$ cat src/rtl/mvna_pkg.sv
package mvna_pkg;

	localparam logic [1:0] OP_WRITE = 2'd0;
	localparam logic [1:0] OP_CLEAR = 2'd1;
	localparam logic [1:0] OP_FACE  = 2'd2;
	localparam logic [1:0] OP_READ  = 2'd3;

	localparam int IDX_W   = 10;
	localparam int COORD_W = 24;
	localparam int NORM_W  = 16;

	typedef struct packed {
		logic [1:0]               opcode;
		logic [IDX_W-1:0]         index_a;
		logic [IDX_W-1:0]         index_b;
		logic [IDX_W-1:0]         index_c;
		logic [IDX_W-1:0]         index_inner;
		logic signed [COORD_W-1:0] coord_x;
		logic signed [COORD_W-1:0] coord_y;
		logic signed [COORD_W-1:0] coord_z;
	} in_word_t;

	typedef struct packed {
		logic                     kind;
		logic [IDX_W-1:0]         out_a;
		logic [IDX_W-1:0]         out_b;
		logic [IDX_W-1:0]         out_c;
		logic                     flipped;
		logic signed [NORM_W-1:0] normal_x;
		logic signed [NORM_W-1:0] normal_y;
		logic signed [NORM_W-1:0] normal_z;
	} out_word_t;

	typedef struct packed {
		logic signed [63:0] x;
		logic signed [63:0] y;
		logic signed [63:0] z;
	} vec_t;

	typedef struct packed {
		logic signed [NORM_W-1:0] x;
		logic signed [NORM_W-1:0] y;
		logic signed [NORM_W-1:0] z;
	} nvec_t;

endpackage

$ cat src/rtl/mvna_unit.sv
module mvna_unit (
	input  logic              clk,
	input  logic              arst_n,
	input  logic              start,
	input  mvna_pkg::vec_t    vin,
	output logic              done,
	output mvna_pkg::nvec_t   nout
);
	import mvna_pkg::*;

	localparam logic [3:0] U_IDLE = 4'd0;
	localparam logic [3:0] U_UP   = 4'd1;
	localparam logic [3:0] U_DN   = 4'd2;
	localparam logic [3:0] U_SQ   = 4'd3;
	localparam logic [3:0] U_SUM  = 4'd4;
	localparam logic [3:0] U_RT   = 4'd5;
	localparam logic [3:0] U_DVS  = 4'd6;
	localparam logic [3:0] U_DV   = 4'd7;
	localparam logic [3:0] U_FIN  = 4'd8;

	logic [3:0]  st_q;
	logic [63:0] m_q [3];
	logic [2:0]  neg_q;
	logic [63:0] p_q [3];
	logic [63:0] s_q, res_q, bit_q;
	logic [1:0]  k_q;
	logic [63:0] rem_q, quo_q, den_q;
	logic [5:0]  cnt_q;
	logic [15:0] q_q [3];
	logic [63:0] big;
	logic [63:0] trial;
	logic [63:0] rem_n;

	always_comb begin
		big = m_q[0];
		if (m_q[1] > big) big = m_q[1];
		if (m_q[2] > big) big = m_q[2];
		trial = res_q + bit_q;
		rem_n = {rem_q[62:0], quo_q[63]};
	end

	always_ff @(posedge clk or negedge arst_n) begin
		if (!arst_n) begin
			st_q <= U_IDLE;
			done <= 1'b0;
		end else begin
			done <= 1'b0;
			unique case (st_q)
				U_IDLE: if (start) begin
					neg_q <= {vin.z[63], vin.y[63], vin.x[63]};
					m_q[0] <= vin.x[63] ? -vin.x : vin.x;
					m_q[1] <= vin.y[63] ? -vin.y : vin.y;
					m_q[2] <= vin.z[63] ? -vin.z : vin.z;
					st_q <= U_DN;
				end
				U_DN: begin
					if (big == 64'd0) begin
						q_q[0] <= '0; q_q[1] <= '0; q_q[2] <= '0;
						st_q <= U_FIN;
					end else if (big[63:30] != '0) begin
						for (int i = 0; i < 3; i++) m_q[i] <= m_q[i] >> 1;
					end else st_q <= U_UP;
				end
				U_UP: begin
					if (big[29] == 1'b0) begin
						for (int i = 0; i < 3; i++) m_q[i] <= m_q[i] << 1;
					end else begin
						k_q <= 2'd0;
						st_q <= U_SQ;
					end
				end
				U_SQ: begin
					p_q[k_q] <= m_q[k_q][31:0] * m_q[k_q][31:0];
					if (k_q == 2'd2) st_q <= U_SUM;
					else k_q <= k_q + 2'd1;
				end
				U_SUM: begin
					s_q <= p_q[0] + p_q[1] + p_q[2];
					res_q <= '0;
					bit_q <= 64'h4000_0000_0000_0000;
					st_q <= U_RT;
				end
				U_RT: begin
					if (s_q >= trial) begin
						s_q <= s_q - trial;
						res_q <= (res_q >> 1) + bit_q;
					end else res_q <= res_q >> 1;
					bit_q <= bit_q >> 2;
					if (bit_q[0]) begin
						k_q <= 2'd0;
						st_q <= U_DVS;
					end
				end
				U_DVS: begin
					quo_q <= {m_q[k_q][49:0], 14'd0} + {1'b0, res_q[63:1]};
					den_q <= res_q;
					rem_q <= '0;
					cnt_q <= 6'd0;
					st_q <= U_DV;
				end
				U_DV: begin
					if (rem_n >= den_q) begin
						rem_q <= rem_n - den_q;
						quo_q <= {quo_q[62:0], 1'b1};
					end else begin
						rem_q <= rem_n;
						quo_q <= {quo_q[62:0], 1'b0};
					end
					cnt_q <= cnt_q + 6'd1;
					if (cnt_q == 6'd63) begin
						st_q <= (k_q == 2'd2) ? U_FIN : U_DVS;
						q_q[k_q] <= (rem_n >= den_q) ? {quo_q[14:0], 1'b1}
							: {quo_q[14:0], 1'b0};
						k_q <= k_q + 2'd1;
					end
				end
				U_FIN: begin
					nout.x <= neg_q[0] ? -q_q[0] : q_q[0];
					nout.y <= neg_q[1] ? -q_q[1] : q_q[1];
					nout.z <= neg_q[2] ? -q_q[2] : q_q[2];
					done <= 1'b1;
					st_q <= U_IDLE;
				end
				default: st_q <= U_IDLE;
			endcase
		end
	end
endmodule

$ cat config.mk
export PLATFORM = sky130hd
export DESIGN_NAME = mvna_unit
export DESIGN_NICKNAME = d
export VERILOG_FILES = /design/src/rtl/mvna_pkg.sv /design/src/rtl/mvna_unit.sv
export SDC_FILE = /design/constraint.sdc
export NUM_CORES = 2
export LEC_CHECK = 0
export ABC_AREA = 0
export BUFFER_PORTS_ARGS = -buffer_cell sky130_fd_sc_hd__clkbuf_2
export CORE_ASPECT_RATIO = 1.75
export CORE_UTILIZATION = 65
export CTS_CLUSTER_DIAMETER = 150
export DETAILED_ROUTE_END_ITERATION = 7
export HOLD_SLACK_MARGIN = 0.1
export PLACE_DENSITY = 0.83
export SLEW_MARGIN = 20
export SYNTH_ARGS = -nofsm -noshare
export SYNTH_HDL_FRONTEND = slang
export SYNTH_SLANG_ARGS = --single-unit
export TNS_END_PERCENT = 1
$ cat constraint.sdc
create_clock -name clk -period 11.9 [get_ports clk]
set_input_delay 2.38 -clock clk [delete_from_list [all_inputs] [get_ports clk]]
set_output_delay 2.38 -clock clk [all_outputs]
set_load 0.02 [all_outputs]
# Word-level counts from Yosys, hierarchy flattened
# Memory sizes are Yosys's and may differ from the RTL's. A register that Yosys moved wholly into a read port is not among the register bits.
# Index checks and enable logic that the tools add are counted.
# classes
mul	1
eq_ne	18
muxes	62
bitwise_logic	6
add_sub_neg	15
magnitude_cmp	4
reduce_logical	21
# op_table
cell	count
2-to-1 mux 64 bit	13
case mux 64 bit (2 select lines)	4
adder 64 bit	3
negation 64 bit	3
>= comparator 64 bit	2
> comparator 64 bit	2
case mux 63 bit (2 select lines)	1
adder 63 x 64 -> 64 bit	1
adder 64 x 63 -> 64 bit	1
logical NOT 64 bit	1
multiplier 32 x 32 -> 64 bit	1
2-to-1 mux 16 bit	4
subtractor 64 bit	1
2-to-1 mux 63 bit	1
subtractor 63 bit	1
negation 16 bit	3
nonzero test 34 bit	1
2-to-1 mux 4 bit	8
case mux 4 bit (8 select lines)	1
2-to-1 mux 1 bit	22
equality test 4 x 3 -> 1 bit, second input constant	4
OR reduction 16 bit	1
!= test 2 bit, second input constant	7
2-to-1 mux 2 bit	6
other kinds (18)	35
# totals
out_inout_bits	49
mem_count	3
elab_cells	144
ramBits	432
inputBits	195
reg_bits	447
# memory_table
memory	depth	width	read_ports	rd_ports_with_merged_regs	wr	line	rtl
m_q	3	64	4	1	3	mvna_unit.sv:22	logic [63:0] m_q [3];
p_q	3	64	3	0	1	mvna_unit.sv:24	logic [63:0] p_q [3];
q_q	3	16	3	0	3	mvna_unit.sv:29	logic [15:0] q_q [3];

# Longest topological paths before layout
# An unclocked memory read counts as a cell.
# depth
word_depth	13
ltp_mapped	37
depth_no_buf	33

# Worst setup path after synthesis
# OpenSTA, ideal clock, no wires.
# synth_timing
path_kind	input to register
start	input arst_n
end	register s_q[0] (enable)
setup_time_ps	583
n_path_buf	0
stages	4
t_required_ps	11317
arrival_time_ps	11537
setup_slack_ps	-221
cell_sequence	nor2b_1 nand2_1 nor2_1 a21boi_0
# synth_via
elab_chain_cells	1
# synth_lines
element	line	rtl
start: declaration	mvna_unit.sv:3	input logic arst_n,
AND reduction 3 bit (no line)	--	
end signal: assignment	mvna_unit.sv:78	s_q <= p_q[0] + p_q[1] + p_q[2];
end signal: assignment	mvna_unit.sv:85	s_q <= s_q - trial;
end: declaration	mvna_unit.sv:25	logic [63:0] s_q, res_q, bit_q;
# No other way between the ends.
# A chain may end at the register's enable or synchronous reset.

==> run summary <==
The total wirelength of the detailed-routed design was 310000 µm; the post-route antenna net violation count was 0. The H-tree depth is 3. Period utilization: 88.9%. STA classifies the critical path startpoint as a register.

Summing every instance area after synthesis gives 0.0895 mm². The total negative slack for setup checks is 0 ns, and the number of buffers created by CTS is 84. After technology mapping, the gate count stands at 9557. The run finished with clean final reports. Of the cells placed in the final design, the portion with a size suffix greater than 1 is 6.44%.

Most frequent cell on the critical path: sky130_fd_sc_hd__fa_1. Total of buffers placed on input and output ports: 243. The deepest clock path buffer count was 3. The worst setup path is of the reg -> reg kind. The logs give 0 for the number of DRC violations after detailed routing and 10616 for the layout filler cell count. In this run, the number of DRC markers left after iteration 0 of detailed routing was 6909. The logs give 12.35 ns for the required time reported for the critical path endpoint and 11402 for the layout net count.

The main flop type after synthesis is sky130_fd_sc_hd__edfxtp_1. Entering global routing, the biggest net connects 195 pins. The post-synthesis average cell area was 9.37 µm²; the reported max-cap violation count was 0. The total area inside the core boundary comes to 0.136 mm². Clock latency on the worst-skew pair, taken at its later pin, is 0.73 ns. The average wire per cell in the routed design is 26.9 µm, and the total number of clock tree sinks is 846. Global routing finished with a remaining overflow of 0.

The starting utilization of the core area was 65.6%; the routability congestion estimate from global placement was 1.03. The number of synthesized flops with an enable pin works out to 839. Ranked by total cell area, the synthesized netlist is headed by sky130_fd_sc_hd__edfxtp_1 28%, sky130_fd_sc_hd__fa_1 20%, sky130_fd_sc_hd__ha_1 9.9%, sky130_fd_sc_hd__inv_1 5.4%, sky130_fd_sc_hd__nand2_1 4.4%. The tools report the arrival time at the worst endpoint as 11.03 ns.

The area growth from synthesis to layout is 6.81%. The multi-input combinational cells in the finished layout cover a total of 0.0580 mm². For the pin with the worst max-slew slack, the measured transition is 1.14 ns. The die covers 0.139 mm².

Setup repair after global routing left no endpoint under its margin. Global routing used 44.8% of the available tracks. The worst setup path is captured at a register. For this design, the CTS-stage hold fixing added 0 buffers. The placement row count came out at 179.

TritonCTS built the clock tree. Cell taking the most area after synthesis: sky130_fd_sc_hd__edfxtp_1. Before antenna repair, the detailed router went through 7 iterations. After synthesis, flip-flops and latches occupy 28.3% of the total area.

The tools report the number of endpoints with negative hold slack in the final report as 0. The via count of the first global-routing pass was 77876; the clock period minus worst slack was 10.58 ns. The clock-pin slew on the worst setup and hold paths is 0.07 ns. After synthesis, the share of flip-flops with an asynchronous set or reset is 0.591%. The root buffer cell chosen for the clock tree is sky130_fd_sc_hd__clkbuf_16.

The synthesized flop and latch total is 846, and the worst-case headroom to the max-slew limit is 22.9%. Of all nets on the critical path, the largest fanout is 24. The tools report the unique cell type count in the Yosys netlist as 83.

The fmax was 94.5 MHz; the final-report setup violation count was 0. Gates resized during post-CTS repair numbered 0. In the final layout, flip-flops and latches occupy 0.0254 mm².

The kind of path behind the tightest hold check is reg -> reg. For this block, the via count after detailed routing is 75339. The half-perimeter wire length of the detailed placement result was 241000 µm; the total number of yosys warnings was 0.

The number of antenna violations at the first check in global routing was 40. The final max-slew violation count is 0. 244 I/O pins were placed.

The die is 283 µm wide. For the final database, setup skew stands at 0.0573 ns. The number of buffers inserted by post-CTS setup repair was 0. The tools report the global-route wire length before repair as 460000 µm. On the critical path, the stage with the largest delay is an instance of sky130_fd_sc_hd__fa_1.

Detailed-route vias per instance: 6.53. In this run the most critical hold path is launched from res_q[0]$_SDFFCE_PN0P_. Delay of the slowest cell on the worst path: 1.20 ns. The height of the chip came out at 493 µm.

The proportion of netlist area held by the largest area contributor is 28.1%.
[cells in the final DEF, fill, tap and decap left out, types with 73 or more instances in the layout]
| master | count |
|---|---|
| sky130_fd_sc_hd__clkbuf_2 | 242 |
| sky130_fd_sc_hd__a21o_1 | 171 |
| sky130_fd_sc_hd__mux2i_1 | 87 |
| sky130_fd_sc_hd__xor2_1 | 303 |
| sky130_fd_sc_hd__nor2_1 | 724 |
| sky130_fd_sc_hd__a31oi_1 | 94 |
| sky130_fd_sc_hd__o21a_1 | 83 |
| sky130_fd_sc_hd__buf_4 | 114 |
| sky130_fd_sc_hd__o31ai_1 | 112 |
| sky130_fd_sc_hd__o21ai_0 | 509 |
| sky130_fd_sc_hd__and3_1 | 81 |
| sky130_fd_sc_hd__nor3_1 | 106 |
| sky130_fd_sc_hd__o21bai_1 | 73 |
| sky130_fd_sc_hd__xnor2_1 | 302 |
| sky130_fd_sc_hd__nand4_1 | 102 |
| sky130_fd_sc_hd__ha_1 | 707 |
| sky130_fd_sc_hd__a21oi_1 | 618 |
| sky130_fd_sc_hd__nand3_1 | 156 |
| sky130_fd_sc_hd__o211ai_1 | 73 |
| sky130_fd_sc_hd__nand2_1 | 1061 |
| sky130_fd_sc_hd__inv_1 | 1277 |
| sky130_fd_sc_hd__fa_1 | 875 |
| sky130_fd_sc_hd__clkbuf_16 | 87 |
| sky130_fd_sc_hd__edfxtp_1 | 839 |
[kinds of logic after synthesis]
| kind of cell | Yosys count | share of synthesized area (%) |
|---|---|---|
| fa+ha+maj | 1582 | 29.4 |
| compound gates | 2091 | 14.7 |
| other cells | 1 | 0.00419 |
| buf+inv | 1669 | 7.02 |
| xor+xnor | 605 | 5.92 |
| flops | 846 | 28.3 |
| simple gates | 2670 | 13.5 |
| mux | 93 | 1.05 |
[registers in the layout, indices dropped and copies added (netlist names), named ones only]
name   cells
bit_q     32
cnt_q      6
den_q     64
done       1
k_q        2
m_q      192
neg_q      3
nout      48
p_q      189
q_q       48
quo_q     64
rem_q     63
res_q     64
s_q       64
st_q       4
[stage by stage]
step           instance area [µm²]  worst slack (ns)  util, %  hold slack (ns)  cells
3_3_place_gp                 92600              1.80     67.9            0.464  11348
4_1_cts                      95500              1.71     70.0            0.486  11504
5_1_grt                      95600              1.04     70.1            0.504  11529
6_report                     95600              1.32     70.1            0.483  11537
2_1_floorplan                89500              1.38        -            0.433   9559
3_5_place_dp                 92600              1.70     67.9            0.470  11348
[area by class of cell]
type | count | area share, %
inverters | 1287 | 5.05
multi-input cells | 7044 | 60.7
repair buffers | 362 | 2.29
diodes | 32 | 0.0837
clock buffers | 97 | 2.32
well taps | 1810 | 2.37
clock inverters | 59 | 0.690
flip-flops and latches | 846 | 26.5
[cell usage after synthesis (all sizes together), types with 84 or more instances]
| cell | n |
|---|---|
| nand2 | 1061 |
| o31ai | 112 |
| a31oi | 94 |
| clkbuf | 321 |
| mux2i | 87 |
| a21o | 171 |
| and3 | 84 |
| ha | 707 |
| xor2 | 303 |
| a21oi | 619 |
| nand3 | 158 |
| xnor2 | 302 |
| fa | 875 |
| o21ai | 519 |
| inv | 1278 |
| nor2 | 727 |
| nor3 | 107 |
| nand4 | 102 |
| edfxtp | 839 |
[path summary, 6_finish.rpt]
kind / endpoint / slack [ns] / cells past startpoint
max in group asynchronous: st_q[2]$_DFFE_PN0P_ / 10.06 / 1
worst max register to register: p_q[1][63]$_DFFE_PP_ / 1.32 / 30
worst max-delay path: p_q[1][63]$_DFFE_PP_ / 1.32 / 30
min in group asynchronous: st_q[0]$_DFFE_PN0P_ / 1.55 / 1
worst min-delay path: den_q[0]$_DFFE_PP_ / 0.48 / 0
worst min register to register: den_q[0]$_DFFE_PP_ / 0.48 / 0
[worst max-delay path, delay by kind of cell, from the launching register on]
kind / cells / cell delay, ns
fa+ha+maj: 9 / 4.88
buf+inv: 7 / 1.75
compound gates: 7 / 1.67
simple gates: 5 / 0.72
flops: 1 / 0.66
mux: 1 / 0.44
xor+xnor: 1 / 0.16
[routing by layer]
metal / up-vias / GRT usage, % / routed length, µm
met3: 1659 / 10.2 / 25600
met4: 24 / 44.3 / 36800
met5: - / 0.0702 / 151
li1: 32974 / - / -
met2: 4112 / 75.0 / 151000
met1: 36570 / 44.9 / 96500
Power is left out: the tool's default activity adds up to more than one toggle a clock period on the data nets, which glitch-free logic cannot reach.
